$ cat config.mk
export PLATFORM = sky130hd
export DESIGN_NAME = stack_language_tokenizer
export DESIGN_NICKNAME = d
export VERILOG_FILES = /design/src/rtl/slt_pkg.sv /design/src/rtl/slt_inreg.sv /design/src/rtl/slt_scan.sv /design/src/rtl/slt_outreg.sv /design/src/rtl/stack_language_tokenizer.sv
export VERILOG_INCLUDE_DIRS = /design/src /design/src/rtl
export SDC_FILE = /design/constraint.sdc
export NUM_CORES = 1
export LEC_CHECK = 0
export BUFFER_PORTS_ARGS = -buffer_cell sky130_fd_sc_hd__buf_2
export CAP_MARGIN = 0
export CORE_UTILIZATION = 60
export CTS_CLUSTER_DIAMETER = 100
export DETAILED_ROUTE_END_ITERATION = 16
export HOLD_SLACK_MARGIN = 0.02
export PLACE_DENSITY = 0.79
export SLEW_MARGIN = 20
export SYNTH_ARGS = -nofsm -noshare
export SYNTH_HDL_FRONTEND = slang
export SYNTH_SLANG_ARGS = --single-unit
$ cat constraint.sdc
create_clock -name clk -period 15.04 [get_ports clk]
set_clock_uncertainty 0.05 [all_clocks]
set_input_delay 0 -clock clk [delete_from_list [all_inputs] [get_ports clk]]
set_output_delay 0 -clock clk [all_outputs]
set_load 0.05 [all_outputs]
$ cat src/rtl/stack_language_tokenizer_defines.svh
// Assertion macros used by the tokenizer scanner RTL.
// Included by files that carry concurrent checks; no other dependencies.
`ifndef STACK_LANGUAGE_TOKENIZER_DEFINES_SVH
`define STACK_LANGUAGE_TOKENIZER_DEFINES_SVH

// Same-cycle implication, disabled during reset.
`define SLT_ASSERT_IMPL(label, clk, rst_n, pre, post) \
  label: assert property (@(posedge clk) disable iff (!rst_n) (pre) |-> (post)) \
    else $error("slt check failed");

// Next-cycle implication, disabled during reset.
`define SLT_ASSERT_NEXT(label, clk, rst_n, pre, post) \
  label: assert property (@(posedge clk) disable iff (!rst_n) (pre) |=> (post)) \
    else $error("slt check failed");

`endif

$ cat src/rtl/slt_pkg.sv
// Types, codes and character helpers for the stack-language tokenizer.
// No dependencies; used by every tokenizer module.
`default_nettype none

package slt_pkg;

  localparam int POS_BITS_DEF = 16;

  typedef enum logic [2:0] {
    MODE_IDLE,
    MODE_WORD,
    MODE_VALUE,
    MODE_COMMENT,
    MODE_DOTQ,
    MODE_STRING,
    MODE_DROP
  } mode_t;

  localparam logic RK_TOKEN = 1'b0;
  localparam logic RK_FAULT = 1'b1;

  localparam logic [4:0] TK_VALUE  = 5'd0;
  localparam logic [4:0] TK_WORD   = 5'd1;
  localparam logic [4:0] TK_STRING = 5'd2;
  localparam logic [4:0] TK_COLON  = 5'd3;
  localparam logic [4:0] TK_SEMI   = 5'd4;
  localparam logic [4:0] TK_DOT    = 5'd5;
  localparam logic [4:0] TK_PLUS   = 5'd6;
  localparam logic [4:0] TK_MINUS  = 5'd7;
  localparam logic [4:0] TK_MUL    = 5'd8;
  localparam logic [4:0] TK_DIV    = 5'd9;
  localparam logic [4:0] TK_EQ     = 5'd10;
  localparam logic [4:0] TK_LT     = 5'd11;
  localparam logic [4:0] TK_GT     = 5'd12;
  localparam logic [4:0] TK_SWAP   = 5'd13;
  localparam logic [4:0] TK_DUP    = 5'd14;
  localparam logic [4:0] TK_ROT    = 5'd15;
  localparam logic [4:0] TK_IF     = 5'd16;
  localparam logic [4:0] TK_THEN   = 5'd17;
  localparam logic [4:0] TK_ELSE   = 5'd18;

  localparam logic [2:0] FC_VALUE  = 3'd0;
  localparam logic [2:0] FC_WORD   = 3'd1;
  localparam logic [2:0] FC_STRING = 3'd2;
  localparam logic [2:0] FC_SYMBOL = 3'd3;
  localparam logic [2:0] FC_START  = 3'd4;

  // Keyword text, first letter in the low byte
  localparam logic [31:0] KW_SWAP = 32'h7061_7773;
  localparam logic [31:0] KW_DUP  = 32'h0070_7564;
  localparam logic [31:0] KW_ROT  = 32'h0074_6F72;
  localparam logic [31:0] KW_IF   = 32'h0000_6669;
  localparam logic [31:0] KW_THEN = 32'h6E65_6874;
  localparam logic [31:0] KW_ELSE = 32'h6573_6C65;

  localparam logic [7:0] CH_NEWLINE = 8'h0A;
  localparam logic [7:0] CH_QUOTE   = 8'h22;
  localparam logic [7:0] CH_LPAREN  = 8'h28;
  localparam logic [7:0] CH_RPAREN  = 8'h29;
  localparam logic [7:0] CH_DOT     = 8'h2E;

  typedef struct packed {
    logic       vld;
    logic [7:0] text_byte;
    logic       is_final;
  } item_t;

  typedef struct packed {
    logic        result_kind;
    logic [4:0]  token_kind;
    logic [15:0] token_offset;
    logic [15:0] token_length;
    logic [2:0]  fault_code;
    logic [15:0] fault_line;
    logic [15:0] fault_column;
  } result_t;

  typedef struct packed {
    logic    vld;
    result_t res;
  } step_t;

  function automatic logic is_space(input logic [7:0] b);
    return (b == 8'd32) || (b >= 8'd9 && b <= 8'd13);
  endfunction

  function automatic logic is_lower(input logic [7:0] b);
    return b >= 8'h61 && b <= 8'h7A;
  endfunction

  function automatic logic is_upper(input logic [7:0] b);
    return b >= 8'h41 && b <= 8'h5A;
  endfunction

  function automatic logic is_digit(input logic [7:0] b);
    return b >= 8'h30 && b <= 8'h39;
  endfunction

  function automatic logic is_punct(input logic [7:0] b);
    return (b >= 8'd33 && b <= 8'd47) || (b >= 8'd58 && b <= 8'd64) ||
           (b >= 8'd91 && b <= 8'd96) || (b >= 8'd123 && b <= 8'd126);
  endfunction

  function automatic logic is_op(input logic [7:0] b);
    logic hit;
    case (b)
      8'h3A, 8'h3B, 8'h2B, 8'h2D, 8'h2A, 8'h2F, 8'h3D, 8'h3C, 8'h3E: hit = 1'b1;
      default: hit = 1'b0;
    endcase
    return hit;
  endfunction

  function automatic logic [4:0] op_kind(input logic [7:0] b);
    logic [4:0] k;
    case (b)
      8'h3A:   k = TK_COLON;
      8'h3B:   k = TK_SEMI;
      8'h2B:   k = TK_PLUS;
      8'h2D:   k = TK_MINUS;
      8'h2A:   k = TK_MUL;
      8'h2F:   k = TK_DIV;
      8'h3D:   k = TK_EQ;
      8'h3C:   k = TK_LT;
      8'h3E:   k = TK_GT;
      default: k = TK_WORD;
    endcase
    return k;
  endfunction

  // len3 is the word length clipped to 7
  function automatic logic [4:0] word_kind(input logic [31:0] p, input logic [2:0] len3);
    logic [4:0] k;
    k = TK_WORD;
    if (len3 == 3'd4 && p == KW_SWAP) k = TK_SWAP;
    else if (len3 == 3'd3 && p == KW_DUP) k = TK_DUP;
    else if (len3 == 3'd3 && p == KW_ROT) k = TK_ROT;
    else if (len3 == 3'd2 && p == KW_IF) k = TK_IF;
    else if (len3 == 3'd4 && p == KW_THEN) k = TK_THEN;
    else if (len3 == 3'd4 && p == KW_ELSE) k = TK_ELSE;
    return k;
  endfunction

  function automatic result_t tok(input logic [4:0] kind, input logic [15:0] off,
                                  input logic [15:0] len);
    result_t r;
    r = '0;
    r.result_kind  = RK_TOKEN;
    r.token_kind   = kind;
    r.token_offset = off;
    r.token_length = len;
    return r;
  endfunction

  function automatic result_t flt(input logic [2:0] code, input logic [15:0] line,
                                  input logic [15:0] col);
    result_t r;
    r = '0;
    r.result_kind  = RK_FAULT;
    r.fault_code   = code;
    r.fault_line   = line;
    r.fault_column = col;
    return r;
  endfunction

endpackage

`default_nettype wire

$ cat src/rtl/slt_inreg.sv
// Input register of the tokenizer: holds one source byte until the scanner takes it.
// Depends on slt_pkg.
`default_nettype none

module slt_inreg (
  input  wire logic          clk,
  input  wire logic          rst_n,
  input  wire logic          in_valid,
  output logic               in_stall,
  input  wire logic [7:0]    in_text_byte,
  input  wire logic          in_is_final,
  input  wire logic          take,
  output slt_pkg::item_t     item_o
);

  slt_pkg::item_t item_r;
  logic           vld_nxt;

  assign in_stall = item_r.vld && !take;
  assign vld_nxt  = in_stall ? item_r.vld : in_valid;
  assign item_o   = item_r;

  always_ff @(posedge clk) begin
    if (!rst_n) begin
      item_r.vld <= 1'b0;
    end else begin
      item_r.vld <= vld_nxt;
    end
    if (in_valid && !in_stall) begin
      item_r.text_byte <= in_text_byte;
      item_r.is_final  <= in_is_final;
    end
  end

endmodule

`default_nettype wire

$ cat src/rtl/slt_scan.sv
// Scanner state and byte step: mode, positions, word prefix, fault latch.
// Depends on slt_pkg and stack_language_tokenizer_defines.svh.
`default_nettype none
`include "stack_language_tokenizer_defines.svh"

module slt_scan #(
  parameter int POS_BITS = slt_pkg::POS_BITS_DEF
) (
  input  wire logic          clk,
  input  wire logic          rst_n,
  input  wire slt_pkg::item_t item_i,
  input  wire logic          slot_free,
  output logic               take,
  output slt_pkg::step_t     step_o
);

  localparam int WIDE = (POS_BITS > 16) ? POS_BITS : 16;
  localparam logic [POS_BITS-1:0] POS_MAX = {POS_BITS{1'b1}};
  localparam logic [POS_BITS-1:0] POS_ONE = POS_BITS'(1);

  function automatic logic [15:0] clip16(input logic [POS_BITS-1:0] v);
    logic [WIDE-1:0] w;
    w = WIDE'(v);
    return (w > WIDE'(16'hFFFF)) ? 16'hFFFF : w[15:0];
  endfunction

  function automatic logic [POS_BITS-1:0] sat_inc(input logic [POS_BITS-1:0] v);
    return (v == POS_MAX) ? v : POS_BITS'(v + 1'b1);
  endfunction

  function automatic logic [POS_BITS-1:0] span(input logic [POS_BITS-1:0] from,
                                              input logic [POS_BITS-1:0] to);
    return (to >= from) ? POS_BITS'(to - from) : '0;
  endfunction

  function automatic logic [2:0] len3(input logic [POS_BITS-1:0] v);
    return (v > POS_BITS'(7)) ? 3'd7 : v[2:0];
  endfunction

  slt_pkg::mode_t      mode_r, mode_nxt;
  logic [POS_BITS-1:0] off_r, off_nxt;
  logic [POS_BITS-1:0] begin_r, begin_nxt;
  logic [POS_BITS-1:0] line_r, line_nxt;
  logic [POS_BITS-1:0] col_r, col_nxt;
  logic [31:0]         prefix_r, prefix_nxt;
  logic                fault_r, fault_nxt;

  logic [7:0]          b;
  logic                fin;
  logic                go;
  logic [POS_BITS-1:0] off_inc, col_inc, line_inc;
  logic [POS_BITS-1:0] len_cur, len_inc, len_start;
  logic [31:0]         prefix_add;
  logic [4:0]          kind_cur, kind_inc;
  logic                sp, lo, up, dg, pn;

  assign b    = item_i.text_byte;
  assign fin  = item_i.is_final;
  assign take = item_i.vld && slot_free;
  assign go   = take && !fault_r;

  assign sp = slt_pkg::is_space(b);
  assign lo = slt_pkg::is_lower(b);
  assign up = slt_pkg::is_upper(b);
  assign dg = slt_pkg::is_digit(b);
  assign pn = slt_pkg::is_punct(b);

  assign off_inc   = sat_inc(off_r);
  assign col_inc   = sat_inc(col_r);
  assign line_inc  = sat_inc(line_r);
  assign len_cur   = span(begin_r, off_r);
  assign len_inc   = span(begin_r, off_inc);
  assign len_start = span(off_r, off_inc);

  assign prefix_add = (len_cur < POS_BITS'(4)) ?
                      (prefix_r | ({24'h0, b} << {len_cur[1:0], 3'b000})) : prefix_r;
  assign kind_cur   = slt_pkg::word_kind(prefix_r, len3(len_cur));
  assign kind_inc   = slt_pkg::word_kind(prefix_add, len3(len_inc));

  // next state
  always_comb begin
    mode_nxt   = mode_r;
    off_nxt    = off_r;
    begin_nxt  = begin_r;
    line_nxt   = line_r;
    col_nxt    = col_r;
    prefix_nxt = prefix_r;
    fault_nxt  = fault_r;
    if (go) begin
      case (mode_r)
        slt_pkg::MODE_WORD, slt_pkg::MODE_VALUE: begin
          if (sp) begin
            mode_nxt = slt_pkg::MODE_IDLE;
            off_nxt  = off_inc;
            if (b == slt_pkg::CH_NEWLINE) begin
              line_nxt = line_inc;
              col_nxt  = POS_ONE;
            end else begin
              col_nxt = col_inc;
            end
          end else if (mode_r == slt_pkg::MODE_WORD && (lo || up)) begin
            prefix_nxt = prefix_add;
            off_nxt    = off_inc;
            col_nxt    = col_inc;
          end else if (mode_r == slt_pkg::MODE_VALUE && dg) begin
            off_nxt = off_inc;
            col_nxt = col_inc;
          end else begin
            fault_nxt = 1'b1;
          end
        end
        slt_pkg::MODE_COMMENT: begin
          off_nxt = off_inc;
          col_nxt = col_inc;
          if (b == slt_pkg::CH_RPAREN) mode_nxt = slt_pkg::MODE_IDLE;
        end
        slt_pkg::MODE_DOTQ: begin
          off_nxt = off_inc;
          col_nxt = col_inc;
          if (b == slt_pkg::CH_QUOTE) begin
            begin_nxt = off_inc;
            mode_nxt  = slt_pkg::MODE_STRING;
            if (fin) fault_nxt = 1'b1;
          end else begin
            mode_nxt = slt_pkg::MODE_IDLE;
          end
        end
        slt_pkg::MODE_STRING: begin
          off_nxt = off_inc;
          col_nxt = col_inc;
          if (b == slt_pkg::CH_QUOTE) mode_nxt = slt_pkg::MODE_DROP;
          else if (fin) fault_nxt = 1'b1;
        end
        slt_pkg::MODE_DROP: begin
          off_nxt  = off_inc;
          col_nxt  = col_inc;
          mode_nxt = slt_pkg::MODE_IDLE;
        end
        default: begin
          mode_nxt = slt_pkg::MODE_IDLE;
          if (lo) begin
            begin_nxt  = off_r;
            prefix_nxt = {24'h0, b};
            off_nxt    = off_inc;
            col_nxt    = col_inc;
            mode_nxt   = slt_pkg::MODE_WORD;
          end else if (dg) begin
            begin_nxt = off_r;
            off_nxt   = off_inc;
            col_nxt   = col_inc;
            mode_nxt  = slt_pkg::MODE_VALUE;
          end else if (b == slt_pkg::CH_LPAREN) begin
            off_nxt  = off_inc;
            col_nxt  = col_inc;
            mode_nxt = slt_pkg::MODE_COMMENT;
          end else if (pn) begin
            off_nxt = off_inc;
            col_nxt = col_inc;
            if (b == slt_pkg::CH_DOT) begin
              begin_nxt = off_r;
              if (!fin) mode_nxt = slt_pkg::MODE_DOTQ;
            end else if (slt_pkg::is_op(b)) begin
              mode_nxt = slt_pkg::MODE_DROP;
            end else begin
              fault_nxt = 1'b1;
            end
          end else if (sp) begin
            off_nxt = off_inc;
            if (b == slt_pkg::CH_NEWLINE) begin
              line_nxt = line_inc;
              col_nxt  = POS_ONE;
            end else begin
              col_nxt = col_inc;
            end
          end else begin
            fault_nxt = 1'b1;
          end
        end
      endcase
      if (fin && !fault_nxt) begin
        mode_nxt   = slt_pkg::MODE_IDLE;
        off_nxt    = '0;
        begin_nxt  = '0;
        line_nxt   = POS_ONE;
        col_nxt    = '0;
        prefix_nxt = '0;
      end
    end
  end

  // result
  always_comb begin
    step_o = '0;
    if (go) begin
      case (mode_r)
        slt_pkg::MODE_WORD: begin
          step_o.vld = 1'b1;
          if (sp)
            step_o.res = slt_pkg::tok(kind_cur, clip16(begin_r), clip16(len_cur));
          else if (lo || up)
            if (fin) step_o.res = slt_pkg::tok(kind_inc, clip16(begin_r), clip16(len_inc));
            else step_o.vld = 1'b0;
          else
            step_o.res = slt_pkg::flt(slt_pkg::FC_WORD, clip16(line_r), clip16(col_r));
        end
        slt_pkg::MODE_VALUE: begin
          step_o.vld = 1'b1;
          if (sp)
            step_o.res = slt_pkg::tok(slt_pkg::TK_VALUE, clip16(begin_r), clip16(len_cur));
          else if (dg)
            if (fin)
              step_o.res = slt_pkg::tok(slt_pkg::TK_VALUE, clip16(begin_r), clip16(len_inc));
            else step_o.vld = 1'b0;
          else
            step_o.res = slt_pkg::flt(slt_pkg::FC_VALUE, clip16(line_r), clip16(col_r));
        end
        slt_pkg::MODE_COMMENT, slt_pkg::MODE_DROP: step_o.vld = 1'b0;
        slt_pkg::MODE_DOTQ: begin
          if (b == slt_pkg::CH_QUOTE) begin
            step_o.vld = fin;
            step_o.res = slt_pkg::flt(slt_pkg::FC_STRING, clip16(line_r), clip16(col_inc));
          end else begin
            step_o.vld = 1'b1;
            step_o.res = slt_pkg::tok(slt_pkg::TK_DOT, clip16(begin_r), 16'd1);
          end
        end
        slt_pkg::MODE_STRING: begin
          if (b == slt_pkg::CH_QUOTE) begin
            step_o.vld = 1'b1;
            step_o.res = slt_pkg::tok(slt_pkg::TK_STRING, clip16(begin_r), clip16(len_cur));
          end else begin
            step_o.vld = fin;
            step_o.res = slt_pkg::flt(slt_pkg::FC_STRING, clip16(line_r), clip16(col_inc));
          end
        end
        default: begin
          if (lo) begin
            step_o.vld = fin;
            step_o.res = slt_pkg::tok(slt_pkg::TK_WORD, clip16(off_r), clip16(len_start));
          end else if (dg) begin
            step_o.vld = fin;
            step_o.res = slt_pkg::tok(slt_pkg::TK_VALUE, clip16(off_r), clip16(len_start));
          end else if (b == slt_pkg::CH_LPAREN) begin
            step_o.vld = 1'b0;
          end else if (pn) begin
            if (b == slt_pkg::CH_DOT) begin
              step_o.vld = fin;
              step_o.res = slt_pkg::tok(slt_pkg::TK_DOT, clip16(off_r), 16'd1);
            end else if (slt_pkg::is_op(b)) begin
              step_o.vld = 1'b1;
              step_o.res = slt_pkg::tok(slt_pkg::op_kind(b), clip16(off_r), 16'd1);
            end else begin
              step_o.vld = 1'b1;
              step_o.res = slt_pkg::flt(slt_pkg::FC_SYMBOL, clip16(line_r), clip16(col_inc));
            end
          end else if (sp) begin
            step_o.vld = 1'b0;
          end else begin
            step_o.vld = 1'b1;
            step_o.res = slt_pkg::flt(slt_pkg::FC_START, clip16(line_r), clip16(col_r));
          end
        end
      endcase
    end
  end

  always_ff @(posedge clk) begin
    if (!rst_n) begin
      mode_r   <= slt_pkg::MODE_IDLE;
      off_r    <= '0;
      begin_r  <= '0;
      line_r   <= POS_ONE;
      col_r    <= '0;
      prefix_r <= '0;
      fault_r  <= 1'b0;
    end else begin
      mode_r   <= mode_nxt;
      off_r    <= off_nxt;
      begin_r  <= begin_nxt;
      line_r   <= line_nxt;
      col_r    <= col_nxt;
      prefix_r <= prefix_nxt;
      fault_r  <= fault_nxt;
    end
  end

  `SLT_ASSERT_IMPL(a_fault_silent, clk, rst_n, fault_r, !step_o.vld)
  `SLT_ASSERT_NEXT(a_fault_holds, clk, rst_n, fault_r, fault_r && $stable(off_r))
  `SLT_ASSERT_IMPL(a_begin_le_off, clk, rst_n, 1'b1, begin_r <= off_r)
  `SLT_ASSERT_NEXT(a_final_clears, clk, rst_n, go && fin && !fault_nxt,
                   mode_r == slt_pkg::MODE_IDLE && off_r == '0 && line_r == POS_ONE)

endmodule

`default_nettype wire

$ cat src/rtl/slt_outreg.sv
// Result register of the tokenizer: holds one result word until the sink takes it.
// Depends on slt_pkg.
`default_nettype none

module slt_outreg (
  input  wire logic           clk,
  input  wire logic           rst_n,
  input  wire slt_pkg::step_t step_i,
  input  wire logic           out_stall,
  output logic                slot_free,
  output logic                out_valid,
  output slt_pkg::result_t    res_o
);

  logic             vld_r, vld_nxt;
  slt_pkg::result_t res_r;

  assign slot_free = !vld_r || !out_stall;
  assign vld_nxt   = step_i.vld ? 1'b1 : (vld_r && out_stall);
  assign out_valid = vld_r;
  assign res_o     = res_r;

  always_ff @(posedge clk) begin
    if (!rst_n) begin
      vld_r <= 1'b0;
    end else begin
      vld_r <= vld_nxt;
    end
  end

  always_ff @(posedge clk) begin
    if (step_i.vld) begin
      res_r <= step_i.res;
    end
  end

endmodule

`default_nettype wire

$ cat src/rtl/stack_language_tokenizer.sv
// Top level of the stack-language tokenizer: input register, scanner, result register.
// Depends on slt_pkg, slt_inreg, slt_scan and slt_outreg.
//
//   channel   direction   handshake              payload
//   in_       sink        in_valid / in_stall    text_byte, is_final
//   out_      source      out_valid / out_stall  result_kind .. fault_column
//
// One source byte per cycle while no result waits on out_stall; a byte is scanned
// from the input register, and any result word it yields goes to the result register.
// The scanner step against the mode and position registers sets the rate.
// rst_n is synchronous; after reset the block takes a byte at once.
// The input register keeps filling while a result waits on out_stall; it stalls
// only when both registers hold a word.
`default_nettype none

module stack_language_tokenizer #(
  parameter int POS_BITS = slt_pkg::POS_BITS_DEF
) (
  input  wire logic        clk,
  input  wire logic        rst_n,
  input  wire logic        in_valid,
  output logic             in_stall,
  input  wire logic [7:0]  in_text_byte,
  input  wire logic        in_is_final,
  output logic             out_valid,
  input  wire logic        out_stall,
  output logic             out_result_kind,
  output logic [4:0]       out_token_kind,
  output logic [15:0]      out_token_offset,
  output logic [15:0]      out_token_length,
  output logic [2:0]       out_fault_code,
  output logic [15:0]      out_fault_line,
  output logic [15:0]      out_fault_column
);

  slt_pkg::item_t   item;
  slt_pkg::step_t   step;
  slt_pkg::result_t res;
  logic             take;
  logic             slot_free;

  slt_inreg u_inreg (
    .clk          (clk),
    .rst_n        (rst_n),
    .in_valid     (in_valid),
    .in_stall     (in_stall),
    .in_text_byte (in_text_byte),
    .in_is_final  (in_is_final),
    .take         (take),
    .item_o       (item)
  );

  slt_scan #(
    .POS_BITS (POS_BITS)
  ) u_scan (
    .clk       (clk),
    .rst_n     (rst_n),
    .item_i    (item),
    .slot_free (slot_free),
    .take      (take),
    .step_o    (step)
  );

  slt_outreg u_outreg (
    .clk       (clk),
    .rst_n     (rst_n),
    .step_i    (step),
    .out_stall (out_stall),
    .slot_free (slot_free),
    .out_valid (out_valid),
    .res_o     (res)
  );

  assign out_result_kind  = res.result_kind;
  assign out_token_kind   = res.token_kind;
  assign out_token_offset = res.token_offset;
  assign out_token_length = res.token_length;
  assign out_fault_code   = res.fault_code;
  assign out_fault_line   = res.fault_line;
  assign out_fault_column = res.fault_column;

endmodule

`default_nettype wire
After elaboration in Yosys (flattened, before gate mapping)
Index checks and enable logic that the tools add are counted.
{"block": "totals", "regBits": 184, "inputBits": 13, "out_inout_bits": 75, "elab_cells": 301}
{"block": "classes", "n_addsub": 6, "magnitude_cmp": 30, "n_eq_ne": 56, "shift": 1, "mux": 134, "bitwise": 1, "reduce_logical": 55}
{"op": "$mux W16", "n": 47}
{"op": "$mux W74", "n": 7}
{"op": "$mux W73", "n": 7}
{"op": "$pmux W73 S5", "n": 1}
{"op": "$eq A32 B31 Y1 const B", "n": 6}
{"op": "$mux W32", "n": 5}
{"op": "$eq A32 B23 Y1 const B", "n": 4}
{"op": "$gt A16 B16 Y1 const B", "n": 8}
{"op": "$pmux W16 S2", "n": 4}
{"op": "$eq A8 B6 Y1 const B", "n": 14}
{"op": "$mux W72", "n": 1}
{"op": "$mux W67", "n": 1}
{"op": "$eq A32 B15 Y1 const B", "n": 2}
{"op": "$pmux W32 S2", "n": 1}
{"op": "$mux W5", "n": 12}
{"op": "$add A16 B1 Y16 const B", "n": 3}
{"op": "$eq A16 B16 Y1 const B", "n": 3}
{"op": "$ge A16 B16 Y1", "n": 3}
{"op": "$sub A16 B16 Y16", "n": 3}
{"op": "$mux W3", "n": 14}
{"op": "$le A8 B7 Y1 const B", "n": 5}
{"op": "$pmux W4 S9", "n": 1}
{"op": "$ge A8 B7 Y1 const B", "n": 4}
{"op": "$gt A16 B3 Y1 const B", "n": 2}
{"op": "other kinds (35)", "n": 125}

Logic depth before layout (Yosys ltp)
{"block": "depth", "word_depth": 23, "ltp_mapped": 24, "depth_no_buf": 22}

By module
A second synthesis with hierarchy kept.
{"block": "hier_totals", "hier_cells": 1649, "hier_area_um2": 13225.2}
{"module": "slt_scan", "n_inst": 1, "cells_per_inst": 1559, "area_per_inst_um2": 10680.2, "seq_area_each_um2": 2001.9}
{"module": "slt_outreg", "n_inst": 1, "cells_per_inst": 77, "area_per_inst_um2": 2227.1, "seq_area_each_um2": 2212.1}
{"module": "slt_inreg", "n_inst": 1, "cells_per_inst": 13, "area_per_inst_um2": 317.8, "seq_area_each_um2": 290.3}

Worst setup path before layout
OpenSTA, ideal clock, no wires.
{"block": "synth_timing", "kind": "register to register", "start": "register u_scan.off_r[0]", "end": "register u_outreg.res_r, in the netlist u_outreg.res_o[69] (data pin)", "setup_time_ps": 266, "arrival_ps": 4823, "required_ps": 14724, "slack_ps": 9901, "path_stages_with_launch": 24, "n_path_buf": 2, "period_less_slack_ps": 5139, "path_cell_list": "dfxtp_1 -> ha_1 -> nand4_1 -> or4_1 -> clkbuf_1 -> nor2b_1 -> and2_1 -> nand2_1 -> xnor2_1 -> ha_1 -> clkbuf_1 -> and3_1 -> a22o_1 -> o22ai_1 -> o21ai_0 -> a2111oi_0 -> nor4_1 -> nand4_1 -> nor3_1 -> and4_1 -> nor4b_2 -> a31o_2 -> o211ai_2 -> o21ai_1"}
{"block": "synth_via", "elab_chain_len": 17, "word_cells_on_any_way": 52, "classes_between": "add/sub: 3; order compare: 5; eq/ne: 12; shift: 1; mux: 20; bitwise: 1; reduce/logical: 10"}
{"element": "start: declaration", "line_no": "slt_scan.sv:41", "source": "logic [POS_BITS-1:0] off_r, off_nxt;"}
{"element": "start signal: assignment", "line_no": "slt_scan.sv:278", "source": "off_r <= off_nxt;"}
{"element": "$add A16 B1 Y16 or $eq A16 B16 Y1 (tied branches)", "line_no": "slt_scan.sv:28", "source": "return (v == POS_MAX) ? v : POS_BITS'(v + 1'b1);"}
{"element": "$mux W16", "line_no": "slt_scan.sv:28"}
{"element": "$sub A16 B16 Y16 or $ge A16 B16 Y1 (tied branches)", "line_no": "slt_scan.sv:33", "source": "return (to >= from) ? POS_BITS'(to - from) : '0;"}
{"element": "$mux W16", "line_no": "slt_scan.sv:33"}
{"element": "$gt A16 B3 Y1", "line_no": "slt_scan.sv:37", "source": "return (v > POS_BITS'(7)) ? 3'd7 : v[2:0];"}
{"element": "$mux W3", "line_no": "slt_scan.sv:37"}
{"element": "$eq A3 B3 Y1", "line_no": "slt_pkg.sv:134, slt_pkg.sv:138"}
{"element": "$logic_and A1 B1 Y1", "line_no": "slt_pkg.sv:138", "source": "else if (len3 == 3'd4 && p == KW_THEN) k = TK_THEN;"}
{"element": "$mux W5", "line_no": "slt_pkg.sv:138"}
{"element": "$mux W5", "line_no": "slt_pkg.sv:137", "source": "else if (len3 == 3'd2 && p == KW_IF) k = TK_IF;"}
{"element": "$mux W5", "line_no": "slt_pkg.sv:136", "source": "else if (len3 == 3'd3 && p == KW_ROT) k = TK_ROT;"}
{"element": "$mux W5", "line_no": "slt_pkg.sv:135", "source": "else if (len3 == 3'd3 && p == KW_DUP) k = TK_DUP;"}
{"element": "$mux W5", "line_no": "slt_pkg.sv:134", "source": "if (len3 == 3'd4 && p == KW_SWAP) k = TK_SWAP;"}
{"element": "$mux W72", "line_no": "slt_scan.sv:201", "source": "if (fin) step_o.res = slt_pkg::tok(kind_inc, clip16(begin_r), clip16(len_inc));"}
{"element": "$mux W73", "line_no": "slt_scan.sv:200", "source": "else if (lo || up)"}
{"element": "$mux W73 (*)", "line_no": "slt_scan.sv:198", "source": "if (sp)"}
{"element": "$pmux W73 S5 (*)", "line_no": "slt_scan.sv:195", "source": "case (mode_r)"}
{"element": "end signal: assignment", "line_no": "slt_outreg.sv:33", "source": "res_r <= step_i.res;"}
{"element": "end: declaration", "line_no": "slt_outreg.sv:16", "source": "slt_pkg::result_t res_r;"}
Every way passes the cells marked *; elsewhere a longest branch is shown, timed or not.
A chain may end at the register's enable or synchronous reset.

Worst setup path in the final report
{"block": "layout_timing", "start": "register u_scan.off_r[1]", "end": "register u_outreg.res_r, in the netlist u_outreg.res_o[71] (data pin)"}
{"block": "layout_via", "elab_chain_len": 18, "word_cells_on_any_way": 57, "classes_between": "add/sub: 3; order compare: 5; eq/ne: 13; shift: 1; mux: 22; bitwise: 1; reduce/logical: 12"}
{"element": "$add A16 B1 Y16 or $eq A16 B16 Y1 (tied branches)", "line_no": "slt_scan.sv:28"}
{"element": "$mux W16", "line_no": "slt_scan.sv:28"}
{"element": "$sub A16 B16 Y16 or $ge A16 B16 Y1 (tied branches)", "line_no": "slt_scan.sv:33"}
{"element": "$mux W16", "line_no": "slt_scan.sv:33"}
{"element": "$gt A16 B3 Y1", "line_no": "slt_scan.sv:37"}
{"element": "$mux W3", "line_no": "slt_scan.sv:37"}
{"element": "$eq A3 B3 Y1", "line_no": "slt_pkg.sv:134, slt_pkg.sv:138, slt_pkg.sv:139"}
{"element": "$logic_and A1 B1 Y1", "line_no": "slt_pkg.sv:139", "source": "else if (len3 == 3'd4 && p == KW_ELSE) k = TK_ELSE;"}
{"element": "(+2 left out)"}
{"element": "$mux W5", "line_no": "slt_pkg.sv:137"}
{"element": "$mux W5", "line_no": "slt_pkg.sv:136"}
{"element": "$mux W5", "line_no": "slt_pkg.sv:135"}
{"element": "$mux W5", "line_no": "slt_pkg.sv:134"}
{"element": "$mux W72", "line_no": "slt_scan.sv:201"}
{"element": "$mux W73", "line_no": "slt_scan.sv:200"}
{"element": "$mux W73 (*)", "line_no": "slt_scan.sv:198"}
{"element": "$pmux W73 S5 (*)", "line_no": "slt_scan.sv:195"}
Marks and branches as above.

==> out/results.txt <==
CTS tree - built
synthesized area - 0.0132 mm²
maximum vdd drop - 0.0604 mV
Critical Path RT - 15260 ps
Final Util - 68.0%
final clock period utilization by the worst path - 41.8%
largest family of logic cells by synthesized area - simple AND/OR/NAND/NOR gates
Max Cap Viol - 0
worst reg2reg endpoint - u_outreg.res_o[71]
initial core utilization - 61.8%
syn_area_per_cell - 8.04 µm²
Synth Instances - 1636
Synth Area in XOR/XNOR - 4.53%
post-synthesis async set-or-reset flop share - 0%
vias in the first global route - 12157
CP cell instances - ha_1, nand4_1, or4_1, nor2b_1, and2_1, nand2_1, xnor2_1, ha_1, and3_1, a22o_1, o22ai_1, o21ai_0, and4_1, nor4_1, nand4_1, nor2_1, o2111ai_1, nor4_1, a31oi_1, a21boi_0, o31ai_1
hold path depth - 2
Synth Area in Simple Gates - 27.2%
Final Max Slew Viols - 0
CP endpoint kind - flip-flop
RSZ-0062 raised after global routing - false
vias - 13252
Adder-Cell Fraction of Synth Area - 5.25%
global route overflow - 0
crit path buf inv count - 0
initial antenna violation count - 0
Int Pwr - 0.827 mW
Yosys reg bits - 184
Flop pwr share - 45.2%
fin crit period - 6290 ps
Critical Path Stages - 21
DR vias/cell - 6.74
Die ar. - 0.0225 mm²
outcome - finished clean
Syn-to-layout area delta - 10.0%
Reg2Reg Depth - 21
Sum Neg Setup Slack - 0 ps
Post-route DRC - 0
Final HPWL DP - 30400 µm
hold_sp - in_text_byte[3]
Top Family by Delay on Critical Path - simple AND/OR/NAND/NOR gates
CP max stage delay - 610 ps
worst skew pair latency - 440 ps
combinational share of power - 14.5%
htree depth - 4
Sw Ratio - 31.7%
clock sinks - 184
RePlAce Congestion - 1.01
mux contribution to synthesized area - 0.942%
Leak - 5.30 nW
switching power - 0.384 mW
Die Ht - 150 µm
Layout Nets - 1745
number of synthesized flops with an enable pin - 82
Worst Path Max Fanout - 10
PortBufs - 87
Max Root-Sink Buffers - 2
largest net degree at the start of global routing - 69
IO Count - 88
crit path kind - reg2reg
design area - 0.0145 mm²
share of layout cells above drive strength 1 - 10.6%
PwrDens - 83.7 mW/mm²
Synth Area in Compound Gates - 22.9%
CP arrival - 6500 ps
worst r2r src - u_scan.off_r[1]
DR WL/cell - 21.5 µm
Fmax - 0.159 GHz
Min-Delay Path Class - in2reg
root buf cell - clkbuf_16
n_diodes - 0
GRT Util Overall - 37.4%
most frequent cells in the layout - 186 x nor2_1, 135 x nand2_1, 123 x a21oi_1
TritonCTS Buffers - 17
Final Hold Vio Count - 0
Core Box Area - 0.0213 mm²
Clock Power Share - 40.4%
initial DRC count - 1668
Routed WL - 42300 µm
placed cell area - 0.0137 mm²
R2R Setup Slk - 8750 ps
Netlist cell types - 86
hold path endpoint - u_inreg.item_o[4]
first-pass GRT wire length - 65600 µm
slew at the pin closest to its max-slew limit - 1190 ps
1st-pass router iterations - 8
sequential element share of the synthesized area - 34.2%
relative slew slack - 20.9%
Setup violations, final - 0
Critical-path top delay cell - or4_1
cell row count - 53
Synth Net Count - 1703
Ys Warns - 0
most common cell after layout, fill and taps aside - nor2_1
DRT antenna net count - 0
Die Wd - 150 µm
Clk pin slew, worst setup/hold paths - 80 ps
CP Launch Type - flip-flop
Primary FF master, synth - dfxtp_1
## power groups by stage
| stage | Sequential [mW] | Clock [mW] | Combinational (mW) |
|---|---|---|---|
| finish | 0.547 | 0.489 | 0.175 |
| global route | 0.548 | 0.507 | 0.184 |
| CTS | 0.546 | 0.488 | 0.171 |
| detailed placement | 0.558 | 0 | 0.168 |
| global placement | 0.558 | 0 | 0.166 |
| floorplan | 0.594 | 0 | 0.0868 |
## layout make-up
class	count	area, µm²
fill	1762	6820
clock inverter	15	220
clock buffer	17	425
multi-input combinational	1286	8010
timing repair buffer	118	698
inverter	71	268
sequential	184	4500
tap	275	344
## registers in the layout (all words and copies together), names as in the netlist
signal	cells
u_scan.off_r	16
u_outreg.out_valid	1
u_scan.col_r	16
u_scan.line_r	16
u_scan.begin_r	16
u_scan.fault_r	1
u_outreg.res_o	73
u_inreg.item_o	10
u_scan.mode_r	3
u_scan.prefix_r	32
## metrics by stage
step           hold WS [ps]  std cells  power [mW]  worst slack (ps)
6_report                212       1966        1.21              8750
5_1_grt                 207       1966        1.24              8300
4_1_cts                 205       1966        1.21              8960
3_5_place_dp            128       1922       0.725              9060
3_3_place_gp            126       1922       0.724              9210
2_1_floorplan          48.9       1636       0.680              9900
## logic make-up (layout without fill, tap and decap cells)
group | after synthesis | in the layout
AND/OR/NAND/NOR | 696 | 696
XOR/XNOR | 68 | 68
multiplexers | 12 | 12
AO/OA/AOI/OAI | 456 | 456
buffers and inverters | 166 | 221
flip-flops | 184 | 184
adder cells (fa/ha/maj) | 54 | 54
## what timing repair did
item	4_1_cts	5_1_grt
resized for setup	0	0
hold buffers	12	0
setup buffers	0	0
endpoints found under the hold margin	12	0
## routing by layer
| layer | up-vias | part of all wire (%) | track usage [%] |
|---|---|---|---|
| li1 | 6129 | - | - |
| met1 | 6163 | 40 | 49.3 |
| met2 | 828 | 46 | 60.1 |
| met3 | 132 | 9.1 | 5.21 |
| met5 | - | 0 | 0 |
| met4 | 0 | 4.6 | 17.9 |
## worst max path at each step
stage | startpoint | endpoint | slack, ps
after global routing | u_scan.off_r[1] | u_outreg.res_o[71] | 8300
after global placement | u_scan.off_r[1] | u_outreg.res_o[68] | 9210
after CTS | u_scan.off_r[1] | u_outreg.res_o[71] | 8960
after floorplan | u_scan.off_r[0] | u_outreg.res_o[69] | 9900
after detailed placement | u_scan.off_r[1] | u_outreg.res_o[71] | 9060
final | u_scan.off_r[1] | u_outreg.res_o[71] | 8750
## synth_stat cells (6+ instances only)
| cell | number | area (µm²) |
|---|---|---|
| nor2_1 | 186 | 698 |
| nand2_1 | 135 | 507 |
| a21oi_1 | 123 | 616 |
| dfxtp_1 | 102 | 2040 |
| o21ai_0 | 88 | 440 |
| clkbuf_1 | 82 | 308 |
| edfxtp_1 | 82 | 2460 |
| inv_1 | 69 | 259 |
| nand3_1 | 63 | 315 |
| nor3_1 | 54 | 270 |
| ha_1 | 52 | 651 |
| xnor2_1 | 50 | 438 |
| nor2b_1 | 44 | 275 |
| nor4_1 | 38 | 238 |
| nand4_1 | 36 | 225 |
| a22oi_1 | 34 | 255 |
| and2_1 | 31 | 194 |
| a21boi_0 | 27 | 203 |
| and3_1 | 26 | 163 |
| a31oi_1 | 22 | 138 |
| a21o_1 | 21 | 158 |
| xor2_1 | 18 | 158 |
| o21a_1 | 17 | 128 |
| and4_1 | 10 | 87.6 |
| or3_1 | 10 | 62.6 |
| a221oi_1 | 9 | 78.8 |
| a22o_1 | 9 | 78.8 |
| a31o_2 | 9 | 78.8 |
| mux2i_1 | 9 | 90.1 |
| nand2b_1 | 9 | 56.3 |
| nand3b_1 | 9 | 67.6 |
| buf_2 | 8 | 40.0 |
| o2111ai_1 | 8 | 70.1 |
| or2_2 | 8 | 50.1 |
| a211oi_1 | 7 | 52.6 |
| a222oi_1 | 6 | 60.1 |
| o211ai_1 | 6 | 45.0 |
| o21ai_1 | 6 | 30.0 |
| o22ai_1 | 6 | 37.5 |
| o31ai_1 | 6 | 45.0 |
| or4_1 | 6 | 45.0 |
Note: power is estimated with default switching activity, not from simulation.
